[src/design/tetrahedron_face_vectors_volume_core_defines.svh]
// Assertion macros shared by the tetrahedron face vector design.
`ifndef TETRAHEDRON_FACE_VECTORS_VOLUME_CORE_DEFINES_SVH
`define TETRAHEDRON_FACE_VECTORS_VOLUME_CORE_DEFINES_SVH

// The condition implies the property in the same cycle.
`define TFVV_ASSERT_IMP(label, clk, rst, cond, prop) \
  label: assert property (@(posedge clk) disable iff (rst) (cond) |-> (prop)) \
    else $error("tfvv: same-cycle check failed");

// The condition implies the property in the next cycle.
`define TFVV_ASSERT_NXT(label, clk, rst, cond, prop) \
  label: assert property (@(posedge clk) disable iff (rst) (cond) |=> (prop)) \
    else $error("tfvv: next-cycle check failed");

`endif

[src/design/tfvv_pkg.sv]
package tfvv_pkg;

  localparam int COORD_IN_W = 16;
  localparam int N_CORNER   = 4;
  localparam int N_AXIS     = 3;
  localparam int N_COORD    = N_CORNER * N_AXIS;
  localparam int AREA_W     = 34;
  localparam int VOL_W      = 51;
  localparam int FACE_W     = 2;
  localparam int IN_DEPTH   = 2;
  localparam int IN_PTR_W   = 1;
  localparam int IN_CNT_W   = 2;
  localparam int OUT_DEPTH  = 8;
  localparam int OUT_PTR_W  = 3;
  localparam int OUT_CNT_W  = 4;

  typedef logic [FACE_W-1:0] face_t;

  localparam face_t FIRST_FACE = 2'd0;
  localparam face_t LAST_FACE  = 2'd3;

  typedef struct packed {
    face_t                    face_index;
    logic signed [AREA_W-1:0] area2_x;
    logic signed [AREA_W-1:0] area2_y;
    logic signed [AREA_W-1:0] area2_z;
    logic [VOL_W-1:0]         volume6;
    logic                     last;
  } res_t;

endpackage

[src/design/tfvv_out_fifo.sv]
module tfvv_out_fifo import tfvv_pkg::*; (
  input  logic                 clk,
  input  logic                 rst,
  input  logic                 res_push,
  input  res_t                 res,
  input  logic                 pop,
  output logic                 empty,
  output res_t                 head,
  output logic [OUT_CNT_W-1:0] count
);

  res_t                 mem [OUT_DEPTH];
  logic [OUT_PTR_W-1:0] wr_ptr;
  logic [OUT_PTR_W-1:0] rd_ptr;
  logic                 take;

  assign empty = (count == '0);
  assign head  = mem[rd_ptr];
  assign take  = pop && !empty;

  always_ff @(posedge clk) begin
    if (rst) begin
      wr_ptr <= '0;
      rd_ptr <= '0;
      count  <= '0;
    end else begin
      if (res_push) begin
        wr_ptr <= wr_ptr + 1'b1;
      end
      if (take) begin
        rd_ptr <= rd_ptr + 1'b1;
      end
      if (res_push && !take) begin
        count <= count + 1'b1;
      end else if (take && !res_push) begin
        count <= count - 1'b1;
      end
    end
  end

  always_ff @(posedge clk) begin
    if (res_push) begin
      mem[wr_ptr] <= res;
    end
  end

endmodule
[config.mk]
export PLATFORM = sky130hd
export DESIGN_NAME = tfvv_out_fifo
export DESIGN_NICKNAME = d
export VERILOG_FILES = /design/src/design/tetrahedron_face_vectors_volume_core_defines.svh /design/src/design/tfvv_pkg.sv /design/src/design/tfvv_out_fifo.sv
export SDC_FILE = /design/constraint.sdc
export NUM_CORES = 1
export LEC_CHECK = 0
export BUFFER_PORTS_ARGS = -buffer_cell sky130_fd_sc_hd__buf_2
export CELL_PAD_IN_SITES_DETAIL_PLACEMENT = 1
export CELL_PAD_IN_SITES_GLOBAL_PLACEMENT = 2
export CORE_MARGIN = 1.5
export CORE_UTILIZATION = 53
export CTS_CLUSTER_DIAMETER = 200
export DETAILED_ROUTE_END_ITERATION = 8
export GPL_TIMING_DRIVEN = 0
export PLACE_DENSITY = 0.95
export SLEW_MARGIN = 10
export SYNTH_ARGS = -nofsm -noshare
export SYNTH_HDL_FRONTEND = slang
export SYNTH_SLANG_ARGS = --single-unit
[constraint.sdc]
create_clock -name clk -period 36.8 [get_ports clk]
set_clock_uncertainty 0.2 [all_clocks]
set_input_delay 1.84 -clock clk [delete_from_list [all_inputs] [get_ports clk]]
set_output_delay 1.84 -clock clk [all_outputs]
set_load 0.02 [all_outputs]
==> run metrics <==
sequential share of power=43.8%; number of clock sinks=1,261; number of enable flip-flop cells after synthesis=1,248; Total GRT Usage=26.2%; Setup crit end kind=primary output; Max-Cap Viols=0; Min Hold Slack=0.361 ns; CTS Buffer Depth=3; CTS Root Cell=clkbuf_16; CTS H-tree lvls=4; worst path required time=34.76 ns; via count of the first global-routing pass=24,800; Max-slew headroom=12.8%; Startpoint Class=register; layout cell share with drive strength beyond 1=38.8%; wire length per cell=32.0 um; Leak=18.5 nW; Hold Fails Final Rpt=0; DR vias/cell=6.05; logic gate share of total power=22.2%; most common cell after layout, fill and taps aside=edfxtp_1; Sw Pwr=0.00100 W; switch share=26.9%; PnR worst setup slack=31.30 ns; Initial DRC Count=1,780; post-placement cell area=52,600 um^2; combinational family with the most area after synthesis=multiplexers; clock share of power=34.1%; Post-CTS Resized=0; Seq/Total Area, Yosys=78.6%; WS Path Type=register to primary output; post-synthesis xor/xnor area fraction=0.0913%; GP Congestion=0.744; CTS buffer count=131; R2R setup slack=33.77 ns; fmax=0.182 GHz; # IOs=321; warnings from Yosys=0; # setup viols final=0; utilization after layout=63.1%; Worst Path Arrival=3.46 ns; Layout Nets=2,584; via count=22,500; initial core utilization=53.4%; status=finished, final reports clean; clock-pin slew on the worst setup and hold paths=0.06 ns; Tmin final=5.50 ns; most frequent cells in the layout=edfxtp_1, buf_2, mux4_2; DRC=0; Slew @ Worst Pin=1.31 ns; post-synth cell types=27; First-pass DRT Iterations=5; core area=89,900 um^2; port buffer count=320; postcts setup bufs=0; worst-path fanout max=10; area grow syn2layout=18.1%; largest net degree at the start of global routing=23; Die W=304 um; Post-Synth Simple-Gate Area=0.282%; CTS hold repair buffers=0; Power Density=65.5 nW/um^2; post-synthesis net count=2,038; fin. max-slew vios=0; portion of netlist area occupied by mux cells=19.5%; TritonCTS clock tree=yes; RSZ-0062 raised after global routing=false; synthesized area per cell=25.6 um^2; DP Worst Slack=32.05 ns; post-synthesis compound-gate area fraction=0.0939%; Fin Setup TNS=0 ns; Die Area=92,400 um^2; global route overflow=0; Hold Path Class=register to register; Worst VDD drop=44.8 uV; cells after synthesis=1,872; final instance area=56,700 um^2; Pint=0.00271 W; Clock Latency Late Sink=0.74 ns; Main synth FF type=edfxtp_1; first-pass GRT wire length=174,000 um; initial antenna violation count=19; Die Y=304 um; Final period util=14.9%; Yosys reg bits=1,261; post-synthesis adder-cell area fraction=0.172%; Post-DRT Antenna Nets=0; Synth Cell Area=48,000 um^2; ys async rst share=0%; Detail Placement HPWL=76,300 um; WL final=119,000 um; site row count=110
-- power groups by stage --
stage	sequential [W]	clock (W)	combinational, W
finish	0.00162	0.00126	0.000823
global route	0.00163	0.00133	0.000867
CTS	0.00163	0.00129	0.000837
detailed placement	0.00165	0	0.000827
global placement	0.00167	0	0.000789
floorplan	0.00166	0	0.000556
-- critical path, stage by stage, from the launching register on --
cell	delay [ns]
dfxtp_1	0.38
clkbuf_1	0.98
clkbuf_1	0.73
mux2_2	0.42
buf_2	0.21
-- cells by family after synthesis --
kind of cell             count (synthesis)
AO/OA/AOI/OAI                            6
XOR/XNOR                                 5
adder cells (fa/ha/maj)                  6
buffers and inverters                   91
flip-flops                            1261
multiplexers                           472
AND/OR/NAND/NOR                         31
-- path summary, 6_finish.rpt --
check                          from                      to  cells after the start
min reg2reg  rd_ptr[2]$_SDFFE_PP0P_  rd_ptr[2]$_SDFFE_PP0P_                      2
max reg2reg  wr_ptr[0]$_SDFFE_PP0P_   mem[1][124]$_DFFE_PP_                      8
min          rd_ptr[2]$_SDFFE_PP0P_  rd_ptr[2]$_SDFFE_PP0P_                      2
max                        register                head[70]                      4
-- cell usage after synthesis, drive strengths merged, types with 2 or more instances --
| library cell | instances | area (um^2) |
|---|---|---|
| clkbuf | 29 | 109 |
| mux2 | 157 | 1770 |
| nor2 | 19 | 71.3 |
| xnor2 | 2 | 17.5 |
| dfxtp | 13 | 260 |
| a21oi | 3 | 15.0 |
| nand2 | 3 | 11.3 |
| inv | 2 | 7.51 |
| nor3 | 2 | 10.0 |
| nand2b | 4 | 25.0 |
| ha | 5 | 62.6 |
| mux4 | 312 | 7540 |
| edfxtp | 1248 | 37500 |
| xor2 | 3 | 26.3 |
| mux2i | 3 | 30.0 |
| buf | 60 | 494 |
-- final cells by class --
cell class                      instances  area, um^2
Timing Repair Buffer                  413        3050
Fill cell                            7125       33200
Antenna cell                           14        35.0
Clock inverter                         70         568
Sequential cell                      1261       37700
Clock buffer                          165        3510
Inverter                                2        7.51
Buffer                                 89         603
Multi-Input combinational cell        520        9700
Tap cell                             1176        1470
-- layer usage --
layer,global-route usage [%],wire length [um],up-vias,share of wire [%]
met5,0,119,-,0.10
met4,8.15,2940,18,2.5
met3,5.51,7270,204,6.1
met2,45.0,62000,770,52
met1,33.9,46500,12100,39
li1,-,-,9325,-
-- state kept, by name (all words and copies together) (netlist names), named ones only --
register and cells:
wr_ptr 3, mem 1248, count 4, rd_ptr 3
-- per-stage QoR --
stage	power [W]	cells
after floorplan	0.00222	1872
after global placement	0.00246	3368
after detailed placement	0.00248	3461
after CTS	0.00375	3696
after global routing	0.00383	3698
final	0.00371	3710
Note: power is estimated with default switching activity, not from simulation.
