**config.mk**
```make
export PLATFORM = sky130hd
export DESIGN_NAME = tfvv_front
export DESIGN_NICKNAME = d
export VERILOG_FILES = /design/src/design/tetrahedron_face_vectors_volume_core_defines.svh /design/src/design/tfvv_pkg.sv /design/src/design/tfvv_front.sv
export SDC_FILE = /design/constraint.sdc
export NUM_CORES = 1
export LEC_CHECK = 0
export ABC_CLOCK_PERIOD_IN_PS = 18600
export BUFFER_PORTS_ARGS = -buffer_cell sky130_fd_sc_hd__buf_2
export CAP_MARGIN = 5
export CORE_MARGIN = 2
export CORE_UTILIZATION = 48
export CTS_CLUSTER_DIAMETER = 60
export DETAILED_ROUTE_END_ITERATION = 16
export GPL_ROUTABILITY_DRIVEN = 0
export PLACE_DENSITY = 0.74
export SLEW_MARGIN = 20
export SYNTH_ARGS = -nofsm -noshare
export SYNTH_HDL_FRONTEND = slang
export SYNTH_SLANG_ARGS = --single-unit
```
**constraint.sdc**
```tcl
create_clock -name clk -period 18.6 [get_ports clk]
set_input_delay 2.79 -clock clk [delete_from_list [all_inputs] [get_ports clk]]
set_output_delay 2.79 -clock clk [all_outputs]
set_load 0.05 [all_outputs]
```
**src/design/tetrahedron_face_vectors_volume_core_defines.svh**
```systemverilog
// Assertion macros shared by the tetrahedron face vector design.
`ifndef TETRAHEDRON_FACE_VECTORS_VOLUME_CORE_DEFINES_SVH
`define TETRAHEDRON_FACE_VECTORS_VOLUME_CORE_DEFINES_SVH

// The condition implies the property in the same cycle.
`define TFVV_ASSERT_IMP(label, clk, rst, cond, prop) \
  label: assert property (@(posedge clk) disable iff (rst) (cond) |-> (prop)) \
    else $error("tfvv: same-cycle check failed");

// The condition implies the property in the next cycle.
`define TFVV_ASSERT_NXT(label, clk, rst, cond, prop) \
  label: assert property (@(posedge clk) disable iff (rst) (cond) |=> (prop)) \
    else $error("tfvv: next-cycle check failed");

`endif

```
**src/design/tfvv_pkg.sv**
```systemverilog
package tfvv_pkg;

  localparam int COORD_IN_W = 16;
  localparam int N_CORNER   = 4;
  localparam int N_AXIS     = 3;
  localparam int N_COORD    = N_CORNER * N_AXIS;
  localparam int AREA_W     = 34;
  localparam int VOL_W      = 51;
  localparam int FACE_W     = 2;
  localparam int IN_DEPTH   = 2;
  localparam int IN_PTR_W   = 1;
  localparam int IN_CNT_W   = 2;
  localparam int OUT_DEPTH  = 8;
  localparam int OUT_PTR_W  = 3;
  localparam int OUT_CNT_W  = 4;

  typedef logic [FACE_W-1:0] face_t;

  localparam face_t FIRST_FACE = 2'd0;
  localparam face_t LAST_FACE  = 2'd3;

  typedef struct packed {
    face_t                    face_index;
    logic signed [AREA_W-1:0] area2_x;
    logic signed [AREA_W-1:0] area2_y;
    logic signed [AREA_W-1:0] area2_z;
    logic [VOL_W-1:0]         volume6;
    logic                     last;
  } res_t;

endpackage

```
**src/design/tfvv_front.sv**
```systemverilog
module tfvv_front import tfvv_pkg::*; #(
  parameter int COORD_WIDTH = 16
) (
  input  logic                              clk,
  input  logic                              rst,
  input  logic                              push,
  output logic                              full,
  input  logic [COORD_IN_W-1:0]             n0_x,
  input  logic [COORD_IN_W-1:0]             n0_y,
  input  logic [COORD_IN_W-1:0]             n0_z,
  input  logic [COORD_IN_W-1:0]             n1_x,
  input  logic [COORD_IN_W-1:0]             n1_y,
  input  logic [COORD_IN_W-1:0]             n1_z,
  input  logic [COORD_IN_W-1:0]             n2_x,
  input  logic [COORD_IN_W-1:0]             n2_y,
  input  logic [COORD_IN_W-1:0]             n2_z,
  input  logic [COORD_IN_W-1:0]             n3_x,
  input  logic [COORD_IN_W-1:0]             n3_y,
  input  logic [COORD_IN_W-1:0]             n3_z,
  output logic                              head_valid,
  output logic [N_COORD*COORD_WIDTH-1:0]    head_coords,
  input  logic                              head_pop
);

  localparam int CW = COORD_WIDTH;

  logic [N_COORD*CW-1:0] coords_in;
  logic [N_COORD*CW-1:0] q [IN_DEPTH];
  logic [IN_PTR_W-1:0]   wr_ptr;
  logic [IN_PTR_W-1:0]   rd_ptr;
  logic [IN_CNT_W-1:0]   cnt;
  logic                  accept;
  logic                  take;

  // Only the low COORD_WIDTH bits of each coordinate are kept.
  assign coords_in = {n3_z[CW-1:0], n3_y[CW-1:0], n3_x[CW-1:0],
                      n2_z[CW-1:0], n2_y[CW-1:0], n2_x[CW-1:0],
                      n1_z[CW-1:0], n1_y[CW-1:0], n1_x[CW-1:0],
                      n0_z[CW-1:0], n0_y[CW-1:0], n0_x[CW-1:0]};

  assign full        = (cnt == IN_CNT_W'(IN_DEPTH));
  assign head_valid  = (cnt != '0);
  assign head_coords = q[rd_ptr];
  assign accept      = push && !full;
  assign take        = head_pop && head_valid;

  always_ff @(posedge clk) begin
    if (rst) begin
      wr_ptr <= '0;
      rd_ptr <= '0;
      cnt    <= '0;
    end else begin
      if (accept) begin
        wr_ptr <= wr_ptr + 1'b1;
      end
      if (take) begin
        rd_ptr <= rd_ptr + 1'b1;
      end
      if (accept && !take) begin
        cnt <= cnt + 1'b1;
      end else if (take && !accept) begin
        cnt <= cnt - 1'b1;
      end
    end
  end

  always_ff @(posedge clk) begin
    if (accept) begin
      q[wr_ptr] <= coords_in;
    end
  end

endmodule

```
==> flow_summary.html, run 1 <==
<table>
<tr><th>Metric</th><th>Value</th></tr>
<tr><th colspan="2">Layout</th></tr>
<tr><td>Core Util, Final</td><td>60.9%</td></tr>
<tr><td>Signed area change from the synthesized netlist to the final layout</td><td>24.2%</td></tr>
<tr><td>Share of post-route cells with drive strength above 1</td><td>60.2%</td></tr>
<tr><td>Final cell count without fillers</td><td>1456</td></tr>
<tr><td>Count of nets after finishing</td><td>1234</td></tr>
<tr><th colspan="2">Floorplan</th></tr>
<tr><td>Placeable core region</td><td>28900 µm²</td></tr>
<tr><td>Std cell rows</td><td>62</td></tr>
<tr><td>Die Y-Extent</td><td>176 µm</td></tr>
<tr><td>Die Outline Area</td><td>30900 µm²</td></tr>
<tr><td>Die boundary width</td><td>176 µm</td></tr>
<tr><td>Initial core utilization</td><td>49.0%</td></tr>
<tr><td>Boundary Pins</td><td>390</td></tr>
<tr><th colspan="2">Critical path</th></tr>
<tr><td>Sort of element at the start of the critical path</td><td>flip-flop</td></tr>
<tr><td>Setup slack, reg-to-reg</td><td>16.01 ns</td></tr>
<tr><td>Crit. End Element</td><td>output pin</td></tr>
<tr><td>Setup crit end</td><td>head_coords[166]</td></tr>
<tr><td>Startpoint-to-endpoint class of the critical path</td><td>flip-flop to output pin</td></tr>
<tr><td>Worst endpoint data arrival time</td><td>2.84 ns</td></tr>
<tr><td>Crit Path Max Fanout</td><td>75</td></tr>
<tr><td>Reg2Reg Launch Point</td><td>cnt[0]$_SDFFE_PP0P_</td></tr>
<tr><td>Worst reg-to-reg path cell count</td><td>4</td></tr>
<tr><td>Worst endpoint required time</td><td>15.81 ns</td></tr>
<tr><td>Worst reg2reg endpoint</td><td>q[0][128]$_DFFE_PP_</td></tr>
<tr><th colspan="2">Synthesis</th></tr>
<tr><td>Total of warnings raised by yosys</td><td>0</td></tr>
<tr><td>Register bit total from synthesis</td><td>389</td></tr>
<tr><td>Multiplexer share of the synthesized area</td><td>15.3%</td></tr>
<tr><td>Gate Count Post-Synth</td><td>622</td></tr>
<tr><td>Largest family of logic cells by synthesized area</td><td>multiplexers</td></tr>
<tr><td>Simple-gate share of the synthesized area</td><td>0.345%</td></tr>
<tr><td>Synth Area in Compound Gates</td><td>0.177%</td></tr>
<tr><td>Xor/xnor cell area share of the yosys netlist</td><td>0.186%</td></tr>
<tr><td>Post-Synthesis Net Count</td><td>819</td></tr>
<tr><td>Adder-cell share of the synthesized area</td><td>0.0885%</td></tr>
<tr><td>Yosys cell types</td><td>15</td></tr>
<tr><td>Fraction of the yosys area taken by sequential cells</td><td>82.2%</td></tr>
<tr><td>Area of the mapped netlist</td><td>14100 µm²</td></tr>
<tr><td>Average size of a mapped cell</td><td>22.7 µm²</td></tr>
<tr><th colspan="2">STA</th></tr>
<tr><td>Worst-case headroom to the max-slew limit</td><td>26.7%</td></tr>
<tr><td>Hold violation count in the final report</td><td>0</td></tr>
<tr><td>Number of setup violations in the final report</td><td>0</td></tr>
<tr><td>Total Negative Setup Slacks</td><td>0 ns</td></tr>
<tr><td>Unrepaired setup endpoints after global routing</td><td>no</td></tr>
<tr><td>Post-route clock skew</td><td>0.00823 ns</td></tr>
<tr><td>Final number of max-transition violations</td><td>0</td></tr>
<tr><td>Worst Hold Slack</td><td>0.506 ns</td></tr>
<tr><td>Maximum achievable frequency</td><td>0.178 GHz</td></tr>
<tr><td>Final clock period utilization by the worst path</td><td>30.3%</td></tr>
<tr><td>Post-layout min period</td><td>5.63 ns</td></tr>
<tr><td>Transition time at the pin with the least slew margin</td><td>1.10 ns</td></tr>
<tr><th colspan="2">Clock tree</th></tr>
<tr><td>Post-CTS Repair Setup Buffers</td><td>0</td></tr>
<tr><td>Clock sinks</td><td>389</td></tr>
<tr><td>Number of buffers inserted during clock tree synthesis</td><td>39</td></tr>
<tr><td>Number of cells upsized or downsized after cts</td><td>0</td></tr>
<tr><td>Post-CTS Hold Fix Bufs</td><td>0</td></tr>
<tr><td>Root Buffer</td><td>clkbuf_16</td></tr>
<tr><td>Insertion delay of the later-clocked pin in the worst-skew pair</td><td>0.51 ns</td></tr>
<tr><td>Clock transition at the registers of the reported paths</td><td>0.06 ns</td></tr>
<tr><td>TritonCTS clock tree</td><td>yes</td></tr>
<tr><td>CTS max path bufs</td><td>3</td></tr>
<tr><td># H-tree levels</td><td>2</td></tr>
<tr><th colspan="2">Route</th></tr>
<tr><td>Routed Antenna Nets</td><td>0</td></tr>
<tr><td>Routed vias/inst</td><td>4.96</td></tr>
<tr><td>Remaining DRCs</td><td>0</td></tr>
<tr><td>DRC violation total after the first TritonRoute iteration</td><td>400</td></tr>
<tr><td>Via count</td><td>7217</td></tr>
<tr><td>Routed WL</td><td>27600 µm</td></tr>
<tr><td>First-pass iteration count of the detailed router</td><td>4</td></tr>
<tr><td>Wire length per cell after detailed routing</td><td>19.0 µm</td></tr>
<tr><th colspan="2">Status</th></tr>
<tr><td>Outcome</td><td>finished, final reports clean</td></tr>
<tr><th colspan="2">GRT</th></tr>
<tr><td>Global-route wire length before repair</td><td>40300 µm</td></tr>
<tr><td>Pin count of the biggest net entering global routing</td><td>79</td></tr>
<tr><td>Overall global routing resource usage</td><td>17.1%</td></tr>
<tr><td>Total grt overflow</td><td>0</td></tr>
<tr><td>Via count of the first global-routing pass</td><td>7540</td></tr>
<tr><td>Antenna violations before repair</td><td>6</td></tr>
<tr><th colspan="2">Pwr</th></tr>
<tr><td>Maximum vdd ir drop</td><td>122 µV</td></tr>
<tr><td>Tot Pwr</td><td>2.83 mW</td></tr>
<tr><td>Leakage dissipation</td><td>6.52 nW</td></tr>
<tr><td>Pwr dens</td><td>161 nW/µm²</td></tr>
<tr><th colspan="2">Worst hold path</th></tr>
<tr><td>Worst min-delay path category</td><td>flip-flop to flip-flop</td></tr>
<tr><th colspan="2">Placed design</th></tr>
<tr><td>Port buffer count</td><td>389</td></tr>
<tr><td>HPWL after DPL</td><td>18300 µm</td></tr>
<tr><td>Placed Cells incl. Taps</td><td>1380</td></tr>
<tr><th colspan="2">Run</th></tr>
<tr><td>Max-cap violation count</td><td>0</td></tr>
</table>
routing by layer:
layer / vias to the layer above / share of wire, % / global-route usage [%]
li1: 3318 / - / -
met1: 3519 / 38 / 19.5
met2: 321 / 49 / 29.5
met3: 53 / 10 / 6.88
met4: 6 / 2.5 / 5.75
met5: - / 0.17 / 0
Yosys cell counts:
cell        n  area [µm²]
inv_1       2        7.51
edfxtp_1  384       11500
or2_2       1        6.26
ha_1        1        12.5
a21oi_1     2        10.0
nor2b_2     1        8.76
or3_1       2        12.5
xor2_1      3        26.3
buf_2       1        5.00
buf_6      20         225
dfxtp_1     5         100
mux2_2    192        2160
and2_1      1        6.26
o21ai_0     3        15.0
nor2_1      4        15.0
per-stage QoR:
step | setup WS (ns) | instance area (µm²)
global placement | 13.47 | 16400
finish | 12.97 | 17600
detailed placement | 13.49 | 16400
floorplan | 10.66 | 14100
global route | 12.82 | 17600
CTS | 12.92 | 17600
worst max-delay path, cell delays in order, from the launching register on:
cell	delay (ns)
dfxtp_4	0.73
buf_4	0.86
mux2_2	0.43
buf_2	0.22
cell usage in the layout (no fill, tap or decap), drive strengths merged, types with 2 or more instances in the layout:
cell    Yosys  final
buf        21    395
inv         2      6
or3         2      2
mux2      192    192
a21oi       2      2
clkbuf      0     49
o21ai       3      3
xor2        3      3
edfxtp    384    384
diode       0      4
clkinv      0     17
nor2        4      4
dfxtp       5      5
state kept, by name (all words and copies together) (netlist names), named ones only:
register,flops
wr_ptr,1
rd_ptr,1
cnt,2
q,384
worst min-delay path by stage:
stage | start | end | depth (start not counted)
finish | rd_ptr$_SDFFE_PP0P_ | rd_ptr$_SDFFE_PP0P_ | 2
CTS | cnt[1]$_SDFFE_PP0P_ | cnt[1]$_SDFFE_PP0P_ | 2
global route | rd_ptr$_SDFFE_PP0P_ | rd_ptr$_SDFFE_PP0P_ | 2
detailed placement | rd_ptr$_SDFFE_PP0P_ | flip-flop | 2
floorplan | wr_ptr$_SDFFE_PP0P_ | wr_ptr$_SDFFE_PP0P_ | 2
global placement | wr_ptr$_SDFFE_PP0P_ | wr_ptr$_SDFFE_PP0P_ | 2
logic make-up after synthesis:
group / Yosys count
AOI/OAI and AO/OA: 5
buffers and inverters: 23
muxes: 192
xor gates and xnor gates: 3
and+or+nand+nor: 9
DFF: 389
adders and majority gates: 1
area by class of cell:
class,count,area [µm²]
Antenna cell,4,10.0
Clock buffer,49,1010
Clock inverter,23,146
Fill cell,2149,11300
Inverter,2,12.5
Multi-Input combinational cell,210,2280
Sequential cell,389,11600
Tap cell,384,480
Timing Repair Buffer,395,1990
power breakdown:
group          switching, mW  total (mW)  internal [mW]
Clock                  0.304       0.707          0.403
Sequential            0.0371        1.14           1.10
Combinational          0.723       0.980          0.257
Total                   1.06        2.83           1.76
Power figures use the tool's default switching activity.
==> run 2: changes to the inputs <==
Settings changed: ABC_CLOCK_PERIOD_IN_PS 18600 to 5000, CORE_UTILIZATION 48 to 47, PLACE_DENSITY 0.74 to 0.76.
Clock period 18.6 ns to 5 ns, I/O delays scaled along.
==> flow_summary.html, run 2 (synthesis gave the netlist of run 1 again) <==
<table>
<tr><th>Metric</th><th>Value</th></tr>
<tr><th colspan="2">Status</th></tr>
<tr><td>Outcome</td><td>finished, final reports clean</td></tr>
<tr><th colspan="2">Floorplan</th></tr>
<tr><td>Die Outline Area</td><td>31500 µm² (+2.1%)</td></tr>
<tr><td>Boundary Pins</td><td>390 (unchanged)</td></tr>
<tr><td>Placeable core region</td><td>29600 µm² (+2.7%)</td></tr>
<tr><td>Std cell rows</td><td>63 (+1.6%)</td></tr>
<tr><td>Initial core utilization</td><td>47.7% (-1.3 points)</td></tr>
<tr><td>Die boundary width</td><td>177 µm (+1.0%)</td></tr>
<tr><td>Die Y-Extent</td><td>177 µm (+1.0%)</td></tr>
<tr><th colspan="2">Layout</th></tr>
<tr><td>Signed area change from the synthesized netlist to the final layout</td><td>25.7%</td></tr>
<tr><td>Largest registers</td><td>q (384), cnt (2)</td></tr>
<tr><td>Most frequent cells in the layout</td><td>buf_2 (389), edfxtp_1 (384), mux2_2 (192)</td></tr>
<tr><td>Multi-input logic area</td><td>2280 µm² (unchanged)</td></tr>
<tr><td>Reg area</td><td>11600 µm² (unchanged)</td></tr>
<tr><td>FILL cells</td><td>2218 (+3.2%)</td></tr>
<tr><td>Core Util, Final</td><td>60.0% (-0.91 points)</td></tr>
<tr><td>Max reg flops</td><td>384 (unchanged)</td></tr>
<tr><td>Finished layout cell area</td><td>17800 µm² (+1.2%)</td></tr>
<tr><td>Count of nets after finishing</td><td>1239 (+0.41%)</td></tr>
<tr><td>Share of post-route cells with drive strength above 1</td><td>60.7% (+0.52 points)</td></tr>
<tr><td>Most common library cell in the layout ignoring fill and taps</td><td>buf_2</td></tr>
<tr><td>Register with the most flip-flops</td><td>q</td></tr>
<tr><th colspan="2">STA</th></tr>
<tr><td>Post-route clock skew</td><td>0.00708 ns (-0.00115 ns)</td></tr>
<tr><td>Unrepaired setup endpoints after global routing</td><td>no</td></tr>
<tr><td>Transition time at the pin with the least slew margin</td><td>1.02 ns (-0.0782 ns)</td></tr>
<tr><td>Final clock period utilization by the worst path</td><td>66.4%</td></tr>
<tr><td>Post-layout min period</td><td>3.32 ns</td></tr>
<tr><td>Worst-case headroom to the max-slew limit</td><td>31.9% (+5.2 points)</td></tr>
<tr><td>Final number of max-transition violations</td><td>0 (unchanged)</td></tr>
<tr><td>Final worst setup slack</td><td>1.68 ns (-11.29 ns)</td></tr>
<tr><td>Number of setup violations in the final report</td><td>0 (unchanged)</td></tr>
<tr><td>Hold violation count in the final report</td><td>0 (unchanged)</td></tr>
<tr><td>Maximum achievable frequency</td><td>0.301 GHz</td></tr>
<tr><td>Total Negative Setup Slacks</td><td>0 ns (unchanged)</td></tr>
<tr><th colspan="2">Critical path</th></tr>
<tr><td>Crit. End Element</td><td>output pin</td></tr>
<tr><td>Startpoint-to-endpoint class of the critical path</td><td>flip-flop to output pin</td></tr>
<tr><td>Crit Path Max Fanout</td><td>47 (-37%)</td></tr>
<tr><td>Worst endpoint data arrival time</td><td>2.57 ns (-0.27 ns)</td></tr>
<tr><td>Worst endpoint required time</td><td>4.25 ns (-11.56 ns)</td></tr>
<tr><td>Sort of element at the start of the critical path</td><td>flip-flop</td></tr>
<tr><th colspan="2">GRT</th></tr>
<tr><td>Antenna violations before repair</td><td>5 (-1)</td></tr>
<tr><td>Met2 usage in global routing</td><td>29.7% (+0.27 points)</td></tr>
<tr><td>Pin count of the biggest net entering global routing</td><td>101 (+28%)</td></tr>
<tr><td>Global-route wire length before repair</td><td>40900 µm (+1.3%)</td></tr>
<tr><td>GR met1 Demand/Resource</td><td>19.4% (-0.071 points)</td></tr>
<tr><td>Via count of the first global-routing pass</td><td>7651 (+1.5%)</td></tr>
<tr><td>M3 GR Usage</td><td>5.23% (-1.7 points)</td></tr>
<tr><td>Overall global routing resource usage</td><td>16.9% (-0.19 points)</td></tr>
<tr><td>Total grt overflow</td><td>0 (unchanged)</td></tr>
<tr><td>Layer with the highest usage after global routing</td><td>met2</td></tr>
<tr><th colspan="2">Route</th></tr>
<tr><td>Routed Antenna Nets</td><td>0 (unchanged)</td></tr>
<tr><td>Routed vias/inst</td><td>4.95 (about the same)</td></tr>
<tr><td>Routed WL</td><td>28000 µm (+1.5%)</td></tr>
<tr><td>DRC violation total after the first TritonRoute iteration</td><td>461 (+15%)</td></tr>
<tr><td>Remaining DRCs</td><td>0 (unchanged)</td></tr>
<tr><td>Wire length per cell after detailed routing</td><td>19.1 µm (+0.87%)</td></tr>
<tr><td>First-pass iteration count of the detailed router</td><td>4 (unchanged)</td></tr>
<tr><td>Via count</td><td>7256 (+0.54%)</td></tr>
<tr><th colspan="2">Placed design</th></tr>
<tr><td>HPWL after DPL</td><td>18400 µm (+0.64%)</td></tr>
<tr><td>Instance area after placement</td><td>16500 µm² (+0.56%)</td></tr>
<tr><td>Worst setup timing slack at the placement stage</td><td>2.21 ns (-11.28 ns)</td></tr>
<tr><td>Port buffer count</td><td>389 (unchanged)</td></tr>
<tr><th colspan="2">Clock tree</th></tr>
<tr><td>Clock sinks</td><td>389 (unchanged)</td></tr>
<tr><td>Root Buffer</td><td>clkbuf_16</td></tr>
<tr><td>Clock transition at the registers of the reported paths</td><td>0.06 ns (about the same)</td></tr>
<tr><td>Number of cells upsized or downsized after cts</td><td>0 (unchanged)</td></tr>
<tr><td>Post-CTS Hold Fix Bufs</td><td>0 (unchanged)</td></tr>
<tr><td>Post-CTS Repair Setup Buffers</td><td>0 (unchanged)</td></tr>
<tr><td># H-tree levels</td><td>2 (unchanged)</td></tr>
<tr><td>Insertion delay of the later-clocked pin in the worst-skew pair</td><td>0.52 ns (about the same)</td></tr>
<tr><td>Number of buffers inserted during clock tree synthesis</td><td>41 (+5.1%)</td></tr>
<tr><td>CTS max path bufs</td><td>3 (unchanged)</td></tr>
<tr><td>TritonCTS clock tree</td><td>yes</td></tr>
<tr><th colspan="2">Pwr</th></tr>
<tr><td>Pwr dens</td><td>605 nW/µm² (+280%)</td></tr>
<tr><td>Maximum vdd ir drop</td><td>489 µV (+300%)</td></tr>
<tr><td>Leakage dissipation</td><td>6.61 nW (+1.4%)</td></tr>
<tr><th colspan="2">Run</th></tr>
<tr><td>Max-cap violation count</td><td>0 (unchanged)</td></tr>
<tr><th colspan="2">Worst hold path</th></tr>
<tr><td>Worst min-delay path category</td><td>input pin to flip-flop</td></tr>
</table>
-- run 2: per-stage QoR --
stage	power [mW]	std cells	hold slack (ns)
floorplan	7.28	622	0.452
global placement	7.94	1389	0.475
detailed placement	7.99	1389	0.495
CTS	10.9	1462	0.388
global route	11.1	1464	0.392
finish	10.8	1465	0.417
-- run 2: metal layers --
metal	vias to the layer above	share of wire (%)
met2	307	51
li1	3343	-
met1	3536	38
met3	66	8.4
met4	4	2.6
met5	-	0.075
-- run 2: worst paths after layout --
kind / startpoint / end / slack [ns] / cells past startpoint
setup / recovery: flip-flop / head_coords[99] / 1.68 / 3
hold / removal: n0_x[8] / q[1][8]$_DFFE_PP_ / 0.42 / 1
setup reg to reg: cnt[0]$_SDFFE_PP0P_ / q[1][75]$_DFFE_PP_ / 2.65 / 4
hold reg to reg: wr_ptr$_SDFFE_PP0P_ / wr_ptr$_SDFFE_PP0P_ / 0.50 / 2
-- run 2: critical path, cell delays in order (launching register included) --
cell and delay [ns]:
dfxtp_4 0.80, buf_4 0.58, mux2_2 0.40, buf_2 0.21
-- run 2: area by class of cell --
type                            instances  area share [%]
Tap cell                              390            2.75
Multi-Input combinational cell        210            12.8
Sequential cell                       389            65.5
Timing Repair Buffer                  398            11.7
Inverter                                2          0.0634
Clock inverter                         18           0.880
Clock buffer                           55            6.31
Antenna cell                            3          0.0422
-- run 2: power breakdown --
part / total [mW] / switching [mW] / leakage (nW) / internal [mW]
clock network: 2.86 / 1.17 / 0.630 / 1.69
registers: 4.26 / 0.158 / 3.63 / 4.10
logic: 3.64 / 2.66 / 2.35 / 0.981
==> run 3: changes to the inputs <==
Settings changed: ABC_AREA set to 1, ABC_CLOCK_PERIOD_IN_PS 5000 to 2800.
Clock period 5 ns to 2.8 ns, I/O delays scaled along.
==> flow_summary.html, run 3 <==
<table>
<tr><th>Metric</th><th>Value</th></tr>
<tr><th colspan="2">Status</th></tr>
<tr><td>Outcome</td><td>finished, final reports clean</td></tr>
<tr><th colspan="2">STA</th></tr>
<tr><td>Final number of max-transition violations</td><td>0 (unchanged)</td></tr>
<tr><td>Worst Hold Slack</td><td>0.0927 ns (-0.324 ns)</td></tr>
<tr><td>Final clock period utilization by the worst path</td><td>85.5%</td></tr>
<tr><td>Transition time at the pin with the least slew margin</td><td>0.716 ns (-0.305 ns)</td></tr>
<tr><td>Worst-case headroom to the max-slew limit</td><td>52.1% (+20 points)</td></tr>
<tr><td>Post-layout min period</td><td>2.39 ns</td></tr>
<tr><td>Unrepaired setup endpoints after global routing</td><td>no</td></tr>
<tr><td>Maximum achievable frequency</td><td>0.418 GHz</td></tr>
<tr><td>Hold violation count in the final report</td><td>0 (unchanged)</td></tr>
<tr><td>Post-route clock skew</td><td>0.0106 ns (+0.00349 ns)</td></tr>
<tr><td>Number of setup violations in the final report</td><td>0 (unchanged)</td></tr>
<tr><th colspan="2">Critical path</th></tr>
<tr><td>Setup slack, reg-to-reg</td><td>1.06 ns (-1.59 ns)</td></tr>
<tr><td>Worst reg-to-reg path cell count</td><td>3 (-1)</td></tr>
<tr><td>Worst endpoint required time</td><td>2.38 ns (-1.87 ns)</td></tr>
<tr><td>Worst reg2reg endpoint</td><td>q[1][166]$_DFFE_PP_</td></tr>
<tr><td>Crit Path Max Fanout</td><td>78 (+66%)</td></tr>
<tr><td>Crit. End Element</td><td>output pin</td></tr>
<tr><td>Reg2Reg Launch Point</td><td>wr_ptr$_SDFFE_PP0P_</td></tr>
<tr><td>Startpoint-to-endpoint class of the critical path</td><td>flip-flop to output pin</td></tr>
<tr><td>Worst endpoint data arrival time</td><td>1.97 ns (-0.60 ns)</td></tr>
<tr><td>Sort of element at the start of the critical path</td><td>flip-flop</td></tr>
<tr><th colspan="2">Clock tree</th></tr>
<tr><td>Number of cells upsized or downsized after cts</td><td>0 (unchanged)</td></tr>
<tr><td>Insertion delay of the later-clocked pin in the worst-skew pair</td><td>0.51 ns (about the same)</td></tr>
<tr><td>Root Buffer</td><td>clkbuf_16</td></tr>
<tr><td>Number of buffers inserted during clock tree synthesis</td><td>39 (-4.9%)</td></tr>
<tr><td>TritonCTS clock tree</td><td>yes</td></tr>
<tr><td>Post-CTS Repair Setup Buffers</td><td>0 (unchanged)</td></tr>
<tr><td>Post-CTS Hold Fix Bufs</td><td>0 (unchanged)</td></tr>
<tr><td>Clock sinks</td><td>389 (unchanged)</td></tr>
<tr><td>CTS max path bufs</td><td>3 (unchanged)</td></tr>
<tr><td>Clock transition at the registers of the reported paths</td><td>0.06 ns (about the same)</td></tr>
<tr><td># H-tree levels</td><td>2 (unchanged)</td></tr>
<tr><th colspan="2">Synthesis</th></tr>
<tr><td>Yosys cell types</td><td>13 (-2)</td></tr>
<tr><td>Fraction of the yosys area taken by sequential cells</td><td>82.1% (-0.12 points)</td></tr>
<tr><td>Ranking of synthesized cells by instance count</td><td>edfxtp_1 (384), mux2_2 (192), buf_6 (20)</td></tr>
<tr><td>Post-Synthesis Net Count</td><td>831 (+1.5%)</td></tr>
<tr><td>Portion of synthesized cell area occupied by the leading cell type</td><td>81.4% (-0.12 points)</td></tr>
<tr><td>Average size of a mapped cell</td><td>22.3 µm² (-1.8%)</td></tr>
<tr><td>Main area contributors after synthesis</td><td>edfxtp_1 (81%), mux2_2 (15%), buf_6 (1.6%)</td></tr>
<tr><td>Share of flip-flops with an asynchronous set or reset after synthesis</td><td>0% (unchanged)</td></tr>
<tr><td>Most frequently used flop master after synthesis</td><td>edfxtp_1</td></tr>
<tr><td>Cell type with the largest total area after synthesis</td><td>edfxtp_1</td></tr>
<tr><td>Number of enable-type register cells in the synthesized netlist</td><td>384 (unchanged)</td></tr>
<tr><td>Area of the mapped netlist</td><td>14200 µm² (+0.14%)</td></tr>
<tr><td>Total of warnings raised by yosys</td><td>0 (unchanged)</td></tr>
<tr><td>Register bit total from synthesis</td><td>389 (unchanged)</td></tr>
<tr><td>Count leader, synth</td><td>edfxtp_1</td></tr>
<tr><td>Gate Count Post-Synth</td><td>634 (+1.9%)</td></tr>
<tr><th colspan="2">Worst hold path</th></tr>
<tr><td>Min-Delay Path Depth</td><td>1 (unchanged)</td></tr>
<tr><td>Launch instance of the worst min-delay path</td><td>n3_y[10]</td></tr>
<tr><td>Worst min-delay path category</td><td>input pin to flip-flop</td></tr>
<tr><td>Worst Hold Endpoint</td><td>q[1][170]$_DFFE_PP_</td></tr>
<tr><th colspan="2">Route</th></tr>
<tr><td>First-pass iteration count of the detailed router</td><td>4 (unchanged)</td></tr>
<tr><td>DRC violation total after the first TritonRoute iteration</td><td>384 (-17%)</td></tr>
<tr><td>Routed WL</td><td>27700 µm (-1.1%)</td></tr>
<tr><td>Routed Antenna Nets</td><td>0 (unchanged)</td></tr>
<tr><td>Via count</td><td>7289 (+0.45%)</td></tr>
<tr><td>Remaining DRCs</td><td>0 (unchanged)</td></tr>
<tr><td>Routed vias/inst</td><td>4.93 (-0.50%)</td></tr>
<tr><td>Wire length per cell after detailed routing</td><td>18.7 µm (-2.1%)</td></tr>
<tr><th colspan="2">Pwr</th></tr>
<tr><td>Share of total power in sequential cells</td><td>40.2% (+0.6 points)</td></tr>
<tr><td>P_sw</td><td>6.54 mW (+64%)</td></tr>
<tr><td>Fraction of power spent switching nets</td><td>34.9% (-2.2 points)</td></tr>
<tr><td>Gate power share</td><td>32.0% (-1.9 points)</td></tr>
<tr><td>Pint</td><td>12.2 mW (+80%)</td></tr>
<tr><td>Pwr dens</td><td>1040 nW/µm² (+72%)</td></tr>
<tr><td>Leakage dissipation</td><td>6.71 nW (+1.5%)</td></tr>
<tr><td>Clk network pwr share</td><td>27.8% (+1.3 points)</td></tr>
<tr><td>Maximum vdd ir drop</td><td>677 µV (+38%)</td></tr>
<tr><th colspan="2">Layout</th></tr>
<tr><td>Final cell count without fillers</td><td>1479 (+0.96%)</td></tr>
<tr><td>Count of nets after finishing</td><td>1256 (+1.4%)</td></tr>
<tr><td>Signed area change from the synthesized netlist to the final layout</td><td>27.1%</td></tr>
<tr><td>Register with the most flip-flops</td><td>q</td></tr>
<tr><td>Most common library cell in the layout ignoring fill and taps</td><td>buf_2</td></tr>
<tr><td>Most frequent cells in the layout</td><td>buf_2 (389), edfxtp_1 (384), mux2_2 (192)</td></tr>
<tr><td>Largest registers</td><td>q (384), cnt (2)</td></tr>
<tr><td>FILL cells</td><td>2177 (-1.8%)</td></tr>
<tr><td>Max reg flops</td><td>384 (unchanged)</td></tr>
<tr><td>Share of post-route cells with drive strength above 1</td><td>60.1% (-0.60 points)</td></tr>
<tr><th colspan="2">GRT</th></tr>
<tr><td>Antenna violations before repair</td><td>4 (-1)</td></tr>
<tr><td>Via count of the first global-routing pass</td><td>7608 (-0.56%)</td></tr>
<tr><td>Pin count of the biggest net entering global routing</td><td>79 (-22%)</td></tr>
<tr><td>Overall global routing resource usage</td><td>16.7% (-0.28 points)</td></tr>
<tr><td>Total grt overflow</td><td>0 (unchanged)</td></tr>
<tr><td>Global-route wire length before repair</td><td>39900 µm (-2.3%)</td></tr>
<tr><th colspan="2">Floorplan</th></tr>
<tr><td>Placeable core region</td><td>29600 µm² (unchanged)</td></tr>
<tr><td>Die Y-Extent</td><td>178 µm (about the same)</td></tr>
<tr><td>Boundary Pins</td><td>390 (unchanged)</td></tr>
<tr><td>Std cell rows</td><td>63 (unchanged)</td></tr>
<tr><td>Initial core utilization</td><td>47.8% (+0.068 points)</td></tr>
<tr><td>Die Outline Area</td><td>31500 µm² (+0.14%)</td></tr>
<tr><td>Die boundary width</td><td>178 µm (about the same)</td></tr>
<tr><th colspan="2">Placed design</th></tr>
<tr><td>HPWL after DPL</td><td>18800 µm (+2.0%)</td></tr>
<tr><td>Placed Cells incl. Taps</td><td>1408 (+1.4%)</td></tr>
<tr><td>Port buffer count</td><td>389 (unchanged)</td></tr>
<tr><th colspan="2">Run</th></tr>
<tr><td>Max-cap violation count</td><td>0 (unchanged)</td></tr>
</table>
-- run 3: how the worst max path moves through the flow --
stage                                to  slack [ns]  depth (start not counted)
CTS                     head_coords[22]        0.39                          3
finish                 head_coords[189]        0.41                          3
detailed placement  q[1][158]$_DFFE_PP_        0.92                          4
global route            head_coords[22]        0.34                          3
global placement       head_coords[189]        0.95                          3
floorplan             q[0][0]$_DFFE_PP_       -0.96                          2
-- run 3: logic make-up (layout without fill, tap and decap cells) --
group	after synthesis	in the layout	synth area share (%)
AO/OA/AOI/OAI	5	5	0.177
adder cells (fa/ha/maj)	1	1	0.0883
buffers and inverters	29	481	1.84
flip-flops	389	389	82.1
multiplexers	192	192	15.3
other	0	3	0
AND/OR/NAND/NOR	18	18	0.512
-- run 3: layout make-up --
type                       count  area (µm²)  area share, %
sequential                   389       11600           64.7
clock inverter                13         216           1.20
tap                          390         488           2.71
timing repair buffer         405        2240           12.5
clock buffer                  55        1080           5.99
antenna                        3        7.51         0.0417
inverter                       8        30.0          0.167
multi-input combinational    216        2300           12.8
-- run 3: through the flow --
stage / cell area (µm²) / setup slack (ns) / total power, mW / setup TNS [ns] / utilization (%)
2_1_floorplan: 14200 / -0.958 / 12.4 / -364.75 / -
3_3_place_gp: 16700 / 0.954 / 13.6 / 0 / 56.3
3_5_place_dp: 16700 / 0.924 / 13.7 / 0 / 56.3
6_report: 18000 / 0.405 / 18.7 / 0 / 60.7
5_1_grt: 18000 / 0.342 / 19.4 / 0 / 60.7
4_1_cts: 18000 / 0.390 / 18.9 / 0 / 60.7
-- run 3: routing by layer --
metal / vias to the layer above / part of all wire (%) / GRT usage [%]
li1: 3380 / - / -
met1: 3545 / 36 / 18.0
met2: 298 / 52 / 29.9
met3: 62 / 8.8 / 5.63
met4: 4 / 3.0 / 6.69
met5: - / 0.10 / 0
-- run 3: critical path, stage by stage, from the launching register on --
cell and delay [ns]:
dfxtp_4 0.41, buf_12 0.35, mux2_2 0.42, buf_2 0.22
-- run 3: power groups by stage --
stage / logic, mW / clock network, mW / registers [mW]
global placement: 6.01 / 0 / 7.61
global route: 6.27 / 5.53 / 7.60
detailed placement: 6.04 / 0 / 7.66
finish: 5.99 / 5.21 / 7.54
floorplan: 4.72 / 0 / 7.67
CTS: 6.06 / 5.34 / 7.55
